===== src/design/rrr_pkg.sv =====
// ----------------------------------------------------------------------------
// rrr_pkg
// Shared constants and codes for the reflect/refract pipeline.
// ----------------------------------------------------------------------------
package rrr_pkg;

  typedef enum logic {
    OP_REFLECT = 1'b0,
    OP_REFRACT = 1'b1
  } op_e;

  // Q8.24 fixed point
  localparam int          Q_FRAC = 24;
  localparam int unsigned ONE_Q  = 32'd1 << Q_FRAC;

  // Latency of one rounded multiply (partial products, then sum and round)
  localparam int MUL_LAT = 2;

  // Square root: radicand magnitude width and root width
  localparam int RAD_W      = 58;
  localparam int ROOT_W     = 41;
  localparam int SQRT_STEPS = 6;
  localparam int SQRT_LAT   = (ROOT_W + SQRT_STEPS - 1) / SQRT_STEPS;

endpackage


===== src/design/rrr_mul.sv =====
// ----------------------------------------------------------------------------
// rrr_mul
// Two-stage signed Q.24 multiply, rounded to nearest with ties away from zero.
// ----------------------------------------------------------------------------
module rrr_mul #(
  parameter int WA = 32,
  parameter int WB = 32,
  parameter int WR = 40
) (
  input  logic                 clk_i,
  input  logic                 en_i,
  input  logic signed [WA-1:0] a_i,
  input  logic signed [WB-1:0] b_i,
  output logic signed [WR-1:0] p_o
);

  logic [WA-1:0]  ua;
  logic [WB-1:0]  ub;
  logic [63:0]    ma, mb;
  logic [63:0]    pp_d [4];
  logic [63:0]    pp_q [4];
  logic           neg_q;
  logic [127:0]   sum;
  logic [127:0]   rnd;
  logic [WR-2:0]  mag;
  logic signed [WR-1:0] p_d, p_q;

  assign ua = a_i[WA-1] ? $unsigned(-a_i) : $unsigned(a_i);
  assign ub = b_i[WB-1] ? $unsigned(-b_i) : $unsigned(b_i);
  assign ma = 64'(ua);
  assign mb = 64'(ub);

  // 32x32 partial products
  always_comb begin
    pp_d[0] = 64'(ma[31:0])  * 64'(mb[31:0]);
    pp_d[1] = 64'(ma[31:0])  * 64'(mb[63:32]);
    pp_d[2] = 64'(ma[63:32]) * 64'(mb[31:0]);
    pp_d[3] = 64'(ma[63:32]) * 64'(mb[63:32]);
  end

  always_ff @(posedge clk_i) begin
    if (en_i) begin
      pp_q  <= pp_d;
      neg_q <= a_i[WA-1] ^ b_i[WB-1];
    end
  end

  always_comb begin
    sum = 128'(pp_q[0]) + (128'(pp_q[1]) << 32) + (128'(pp_q[2]) << 32)
        + (128'(pp_q[3]) << 64) + (128'd1 << (rrr_pkg::Q_FRAC - 1));
    rnd = sum >> rrr_pkg::Q_FRAC;
    mag = rnd[WR-2:0];
    p_d = neg_q ? -$signed({1'b0, mag}) : $signed({1'b0, mag});
  end

  always_ff @(posedge clk_i) begin
    if (en_i) begin
      p_q <= p_d;
    end
  end

  assign p_o = p_q;

endmodule


===== config.mk =====
export PLATFORM = sky130hd
export DESIGN_NAME = rrr_mul
export DESIGN_NICKNAME = d
export VERILOG_FILES = /design/src/design/rrr_pkg.sv /design/src/design/rrr_mul.sv
export SDC_FILE = /design/constraint.sdc
export NUM_CORES = 2
export LEC_CHECK = 0
export BUFFER_PORTS_ARGS = -buffer_cell sky130_fd_sc_hd__buf_2
export CORE_MARGIN = 2
export CORE_UTILIZATION = 45
export DETAILED_ROUTE_END_ITERATION = 12
export PLACE_DENSITY = 0.67
export REMOVE_ABC_BUFFERS = 1
export SKIP_LAST_GASP = 1
export SLEW_MARGIN = 20
export SYNTH_ARGS = -nofsm -noshare
export SYNTH_HDL_FRONTEND = slang
export SYNTH_SLANG_ARGS = --single-unit
export TNS_END_PERCENT = 20

===== constraint.sdc =====
create_clock -name clk_i -period 16.9 [get_ports clk_i]
set_input_delay 5.07 -clock clk_i [delete_from_list [all_inputs] [get_ports clk_i]]
set_output_delay 5.07 -clock clk_i [all_outputs]
set_load 0.05 [all_outputs]

==> run_results.csv <==
group,metric,value,unit
hold_path,hold_path.class,"flip-flop to flip-flop",
yosys,ys_seq_area_share,6.49,%
yosys,ys.flop_type,"edfxtp_1",
placement,dpl.hpwl,97.5,mm
global_route,gr-total-overflow,0,
timing,fin_crit_sh,93.6,%
timing,timing.slew.headroom,26.1,%
global_route,grt_max_degree,82,
yosys,ys_warn_count,0,
clock_tree,post_cts_resized,0,
global_route,grt_pass1_vias,31200,
critical_path,path_max_fanout,15,
finish,finalNetCount,5474,
critical_path,startpoint_type,"input pin",
clock_tree,cts_tree,"done",
finish,final_common_cell,"inv_1",
yosys,synthAdderAreaFrac,56.4,%
clock_tree,post_cts_buffers,0,
clock_tree,clk_pin_slew,0.07,ns
drt,ant_nets,0,
yosys,async_flop_share,0,%
yosys,syn_area,37500,um^2
critical_path,arrival,15.98,ns
drt,via_per_inst,5.53,
finish,finish.utilization,48.9,%
clock_tree,cts_buffers,9,
drt,wl,114,mm
die,initial_core_util,45.5,%
global_route,grt_pass1_wl,178,mm
die,die_y,293,um
drt,first_iter_violations,2158,
timing,tns,0,ns
clock_tree,cts_root_buffer,"clkbuf_16",
critical_path,crit_slowest_cell,"a2111oi_0",
timing,worst_slack,1.08,ns
timing,skew,0.00806,ns
yosys,netlist.area_leader.share,47.8,%
timing,period_needed,15.82,ns
drt,wl_per_cell,21.5,um
finish,area_delta_synth_final,7.29,%
yosys,synth_xor_xnor_area_share,5.51,%
critical_path,critPathMaxStageDelay,0.89,ns
drt,topRoutingLayerUsed,"met5",
yosys,synth_largest_area_cell,"fa_1",
yosys,synth_compound_area_share,5.38,%
placement,dp_slack,0.934,ns
clock_tree,cts_sinks,81,
yosys,synth.distinct_cells,79,
yosys,yosys.area_share.simple,14.8,%
die,rows,105,
finish,drive_gt1_share,7.53,%
run_status,status,"finished, final reports clean",
critical_path,criticalPathCategory,"input pin to flip-flop",
drt,drc,0,
placement,port_buffers,105,
timing,clock.fmax,63.2,MHz
timing,maxSlewViolCount,0,
global_route,grtUsageTotal,27.5,%
yosys,synth_seq_cells,81,
die,core,82200,um^2
finish,fin_area,40200,um^2
global_route,antenna_found_initial,5,
die,die-width,293,um
yosys,synth_area_per_cell,8.89,um^2
yosys,synth_top_family_by_area,"adder cells",
timing,rsz0062_at_grt,"false",
clock_tree,cts_max_level,3,
die,dieArea,85600,um^2
drt,dr_wl_met2,55.4,mm
placement,placed_area,39800,um^2
drt,first_pass_iters,5,
timing,finalSetupViolCount,0,
clock_tree,clk_path_buf_depth,2,
timing,worst_pin_slew,1.11,ns
placement,gp_congestion,0.969,
timing,hold_violations,0,
flow_run,max_cap_viol_count,0,
critical_path,timing.critical_path.mode_cell,"fa_1",
drt,wl_met1,41.8,mm
finish,layout_common_cells,"inv_1, fa_1, nor2_1",
die,pin_count,106,
yosys,synth_cells,4215,
yosys,synth_edf_count,81,
yosys,synth.area.mux_share,0.357,%
critical_path,worstSetupEndpointType,"flip-flop",
clock_tree,hold_buffers,0,
yosys,synthTopCellsByArea,"fa_1, inv_1, ha_1, edfxtp_1, nor2_1",
drt,routed-wl-met3,9.70,mm
drt,via_count,29500,
clock_tree,insertion_delay,0.35,ns
critical_path,cp.required,17.07,ns
-- sequential cells by signal, indices dropped and copies added (netlist names) --
| name | flops |
|---|---|
| pp_q | 40 |
| p_o | 40 |
| neg_q | 1 |
-- path summary, 6_finish.rpt --
| check | from | endpoint | slack (ns) | cells past startpoint |
|---|---|---|---|---|
| worst max-delay path | b_i[0] | pp_q[237] | 1.08 | 31 |
| worst min-delay path | pp_q[238] | p_o[22] | 0.69 | 1 |
| worst max register to register | pp_q[215] | p_o[37] | 12.73 | 12 |
| worst min register to register | pp_q[238] | p_o[22] | 0.69 | 1 |
-- cell families after synthesis --
group,Yosys count
adder cells (fa/ha/maj),1152
multiplexers,13
AND/OR/NAND/NOR,1336
flip-flops,81
buffers and inverters,1099
AO/OA/AOI/OAI,299
XOR/XNOR,235
-- metal layers --
layer  global-route usage (%)  vias up
met4                     14.7        8
met1                     34.2    15200
met2                     46.1     1268
li1                         -    12600
met3                     4.56      373
met5                        0        -
-- stage by stage --
step / hold WS, ns / instances
after floorplan: 0.593 / 4017
after global placement: 0.672 / 5315
after detailed placement: 0.667 / 5315
after CTS: 0.690 / 5331
after global routing: 0.711 / 5331
final: 0.692 / 5333
-- Yosys cell counts (all sizes together), types with 3 or more instances --
cell type	count
a31oi	9
a21oi	67
nand2b	18
xor2	93
mux2	3
and3	11
a2111o	4
o41a	3
edfxtp	81
nor4	13
inv	901
nand4	25
o31ai	18
nor3	25
o31a	9
a21boi	7
and2	16
o21ai	71
or2	7
a21o	48
nor2b	7
buf	10
nand3	28
o21bai	12
o21a	7
a211oi	5
fa	894
ha	258
o41ai	8
or3	16
nand2	542
clkbuf	188
o2111ai	3
a22oi	4
nor2	600
nand3b	4
xnor2	142
or4	13
a2111oi	3
mux2i	10
-- worst max-delay path: cells and delay by family --
kind,cells,cell delay (ns)
AO/OA/AOI/OAI,6,2.24
buffers and inverters,5,0.96
AND/OR/NAND/NOR,8,1.94
adder cells (fa/ha/maj),10,4.72
XOR/XNOR,2,1.01
-- final cells by class --
class / count / area [um^2]
Antenna cell: 2 / 5.00
Sequential cell: 81 / 2430
Multi-Input combinational cell: 3035 / 31300
Timing Repair Buffer: 228 / 1450
Inverter: 901 / 3380
Fill cell: 7882 / 42100
Clock buffer: 9 / 225
Tap cell: 1070 / 1340
Clock inverter: 7 / 97.6
Power is not shown: default switching activity piles up to over one toggle a cycle in this logic, so the estimate is an artifact.
