`config.mk`:
```
export PLATFORM = sky130hd
export DESIGN_NAME = rrr_sqrt
export DESIGN_NICKNAME = d
export VERILOG_FILES = /design/src/design/rrr_pkg.sv /design/src/design/rrr_sqrt.sv
export SDC_FILE = /design/constraint.sdc
export NUM_CORES = 2
export LEC_CHECK = 0
export BUFFER_PORTS_ARGS = -buffer_cell sky130_fd_sc_hd__buf_2
export CORE_MARGIN = 2
export CORE_UTILIZATION = 45
export CTS_CLUSTER_DIAMETER = 200
export DETAILED_ROUTE_END_ITERATION = 10
export PLACE_DENSITY = 0.66
export SYNTH_ARGS = -nofsm -noshare
export SYNTH_HDL_FRONTEND = slang
export SYNTH_SLANG_ARGS = --single-unit
```
`constraint.sdc`:
```
create_clock -name clk_i -period 78.6 [get_ports clk_i]
set_input_delay 7.86 -clock clk_i [delete_from_list [all_inputs] [get_ports clk_i]]
set_output_delay 7.86 -clock clk_i [all_outputs]
set_load 0.01 [all_outputs]
```
`src/design/rrr_pkg.sv`:
```
// ----------------------------------------------------------------------------
// rrr_pkg
// Shared constants and codes for the reflect/refract pipeline.
// ----------------------------------------------------------------------------
package rrr_pkg;

  typedef enum logic {
    OP_REFLECT = 1'b0,
    OP_REFRACT = 1'b1
  } op_e;

  // Q8.24 fixed point
  localparam int          Q_FRAC = 24;
  localparam int unsigned ONE_Q  = 32'd1 << Q_FRAC;

  // Latency of one rounded multiply (partial products, then sum and round)
  localparam int MUL_LAT = 2;

  // Square root: radicand magnitude width and root width
  localparam int RAD_W      = 58;
  localparam int ROOT_W     = 41;
  localparam int SQRT_STEPS = 6;
  localparam int SQRT_LAT   = (ROOT_W + SQRT_STEPS - 1) / SQRT_STEPS;

endpackage

```
`src/design/rrr_sqrt.sv`:
```
// ----------------------------------------------------------------------------
// rrr_sqrt
// Pipelined restoring square root: floor(sqrt(rad * 2^24)), up to SQRT_STEPS
// root bits per stage.
// ----------------------------------------------------------------------------
module rrr_sqrt (
  input  logic                         clk_i,
  input  logic                         en_i,
  input  logic [rrr_pkg::RAD_W-1:0]    rad_i,
  output logic [rrr_pkg::ROOT_W-1:0]   root_o
);

  localparam int N    = rrr_pkg::ROOT_W;
  localparam int XW   = rrr_pkg::RAD_W + rrr_pkg::Q_FRAC;
  localparam int RW   = N + 3;
  localparam int SPS  = rrr_pkg::SQRT_STEPS;
  localparam int NSTG = rrr_pkg::SQRT_LAT;

  logic [XW-1:0] x_q    [NSTG];
  logic [RW-1:0] rem_q  [NSTG];
  logic [N-1:0]  root_q [NSTG];

  for (genvar s = 0; s < NSTG; s++) begin : g_stg
    logic [XW-1:0] x_in, x_d;
    logic [RW-1:0] rem_in, rem_d;
    logic [N-1:0]  root_in, root_d;

    if (s == 0) begin : g_first
      assign x_in    = {rad_i, {rrr_pkg::Q_FRAC{1'b0}}};
      assign rem_in  = '0;
      assign root_in = '0;
    end else begin : g_next
      assign x_in    = x_q[s-1];
      assign rem_in  = rem_q[s-1];
      assign root_in = root_q[s-1];
    end

    always_comb begin
      x_d    = x_in;
      rem_d  = rem_in;
      root_d = root_in;
      for (int j = 0; j < SPS; j++) begin
        if (s * SPS + j < N) begin
          rem_d = {rem_d[RW-3:0], x_d[XW-1 -: 2]};
          x_d   = {x_d[XW-3:0], 2'b00};
          if (rem_d >= {1'b0, root_d, 2'b01}) begin
            rem_d  = rem_d - {1'b0, root_d, 2'b01};
            root_d = {root_d[N-2:0], 1'b1};
          end else begin
            root_d = {root_d[N-2:0], 1'b0};
          end
        end
      end
    end

    always_ff @(posedge clk_i) begin
      if (en_i) begin
        root_q[s] <= root_d;
        if (s < NSTG - 1) begin
          x_q[s]   <= x_d;
          rem_q[s] <= rem_d;
        end
      end
    end
  end

  assign root_o = root_q[NSTG-1];

endmodule

```
==> reports/metrics.cfg <==
[outcome]
status = finished clean

[synthesis]
ys_ff_latch = 529
synthAdderAreaFrac = 0.128
synth_compound_area_frac = 0.268
syn_area_per_cell_um2 = 7.58
synth_ff_type = edfxtp_1
ys_async_sr_fraction = 0
synth_cells = 11394
synth_top_family_by_area = compound AO/OA/AOI/OAI gates
synth_cell_type_count = 139
yosysSeqAreaShare = 0.184
netlist_area_um2 = 86400
yosys.area_share.simple = 0.245
synthMuxAreaShare = 0.0176
yosys_warnings = 0
synth_xor_area_frac = 0.116
synth-edff-count = 529

[sta]
setup_tns_ns = 0
setup_slack_ns = 48.07
hold_violations = 0
fin_skew_ns = 0.0600
timing.fmax_ghz = 0.0328
post-route-min-period_ns = 30.53
drv_slew = 0
setup_viol = 0
relSlewSlack = 0.178
finalCritPeriodShare = 0.388
rsz0062_at_grt = no
tightest_slew_ns = 1.20

[finish]
drive_gt1_frac = 0.0579
final_cell_mix = a21oi_1, nand2_1, nor2_1
nets = 12188
final_common_cell = a21oi_1
area_delta_synth_final_pct = 5.84
design_area_um2 = 91400

[drt]
totalWireLength_um = 301000
vias = 87039
wire_per_inst_um = 21.8
drc = 0
routed_via_density = 6.30
drt_first_pass_iters = 6
drt-initial-drc-count = 7799
antenna_left = 0

[grt]
grt_pass1_wl_um = 463000
grt_max_degree = 136
grt_util_all_layers = 0.293
antenna_found_initial = 4
grt_overflow = 0
grt_pass1_vias = 81026

[placed_design]
place_area_um2 = 88900
portBuffers = 100
dp_hpwl_um = 243000
dp_slack_ns = 48.86
place.gp.congestion = 0.994

[clock_network]
clock-sinks = 529
cts_buffers = 74
htreeDepth = 3
clk_latency_ns = 0.75
cts_max_path_buffers = 3
cts_resized = 0
cts_tree = built
path_clk_slew_ns = 0.07
postCtsHoldBufs = 0
root_buffer = clkbuf_16
cts_setup_buffers = 0

[worst_setup_path]
cp_top_family = compound AO/OA/AOI/OAI gates
slowest_stage = clkinv_1
rr_startpoint = root_q[4][0]
cp_max_fo = 58
critPathKind = flip-flop to flip-flop
worst_ep_arrival_time_ns = 30.97
required_ns = 79.05
cp_num_cells = 119
r2r_end = rem_q[5][7]
setup.worst_path.start_class = flip-flop
crit_buf_inv = 14
reg2reg_depth = 119
regToRegSetupSlack_ns = 48.07
setup.worst_path.end_class = flip-flop
critPathMaxStageDelay_ns = 0.73
worst_path_most_repeated_cell = a21oi_1

[die]
initial_core_util = 0.454
core.rowCount = 160
fp.dieW_um = 442
die_area_um2 = 195000
die_h_um = 442
core_area_um2 = 190000
ios = 101

[min_path]
min_to = x_q[1][45]
min_path_type = flip-flop to flip-flop
worstHoldStart = x_q[0][33]
worstHoldPathCells = 0

[job]
drv_cap = 0

## routing by layer
layer / wire, um / track usage
met1: 134000 / 0.398
met4: 13100 / 0.120
met3: 20700 / 0.0365
met5: 20 / 0
met2: 133000 / 0.470
## worst reg2reg max path: cells and delay by family (launching register included)
kind | cells | cell delay [ns]
adders and majority gates | 9 | 2.87
and+or+nand+nor | 23 | 4.70
buffers and inverters | 14 | 4.86
muxes | 3 | 1.19
DFF | 1 | 0.38
AOI/OAI and AO/OA | 70 | 16.25
## cells in the mapped netlist, types with 28 or more instances
master     count  area (um^2)
buf_2         57          285
or2_2         85          532
a31o_2        37          324
nand3_1      323         1620
o31ai_1      101          758
o2111ai_1     34          298
nor3_1       290         1450
a2111oi_0     28          245
a21boi_0      39          293
mux2_2        88          991
o21bai_1     147         1100
a21o_1       470         3530
xnor2_1      714         6250
o31a_1        31          272
or3_1        119          744
a211o_1       42          368
o21ai_0      738         3690
nor4_1       121          757
nand3b_1      39          293
mux2i_1       47          470
nand4b_1      30          263
o211ai_1      81          608
ha_1         877        11000
a21oi_1     1151         5760
nand4_1      197         1230
edfxtp_1     529        15900
nor2b_1      137          857
nand2b_1     152          951
o21a_1       127          953
and3_1       147          920
a31oi_1      141          882
and4_1        41          359
xor2_1       423         3700
buf_1         41          154
nor2_1      1039         3900
inv_1        489         1840
clkbuf_1     268         1010
and2_1       108          676
a211oi_1      95          713
nand2_1     1091         4100
nor3b_1       51          383
or4_1         47          353
## sequential cells by signal (all words and copies together) (netlist names)
| register | count |
|---|---|
| root_q | 167 |
| rem_q | 250 |
| x_q | 112 |
## cells by family (layout without fill, tap and decap cells)
logic type,Yosys count,after routing
adders and majority gates,880,880
muxes,140,140
AOI/OAI and AO/OA,3623,3623
xor gates and xnor gates,1140,1140
DFF,529,529
buffers and inverters,897,807
other,1,6
and+or+nand+nor,4184,4184
## worst max-delay path by stage
stage | startpoint | to | slack (ns)
finish | root_q[4][0] | rem_q[5][7] | 48.07
global route | root_q[4][0] | rem_q[5][39] | 45.71
CTS | root_q[4][0] | rem_q[5][39] | 48.69
detailed placement | root_q[4][0] | rem_q[5][39] | 48.86
global placement | root_q[4][0] | rem_q[5][7] | 49.51
floorplan | root_q[4][11] | rem_q[5][33] | 54.04
## per-stage QoR
stage / utilization / hold WS [ns] / std cells
after global placement: 0.467 / 0.401 / 13683
after detailed placement: 0.467 / 0.405 / 13683
after floorplan: - / 0.400 / 11397
after CTS: 0.480 / 0.360 / 13818
after global routing: 0.480 / 0.397 / 13818
final: 0.480 / 0.366 / 13820
## area by class of cell
class | instances | area [um^2]
repair buffers | 161 | 981
diodes | 2 | 5.00
flip-flops and latches | 529 | 15900
multi-input cells | 9971 | 67000
fillers | 18728 | 99000
inverters | 511 | 1920
clock buffers | 78 | 1870
well taps | 2511 | 3140
clock inverters | 57 | 629
Power is left out: the tool's default activity adds up to more than one toggle a clock period on the data nets, which glitch-free logic cannot reach.
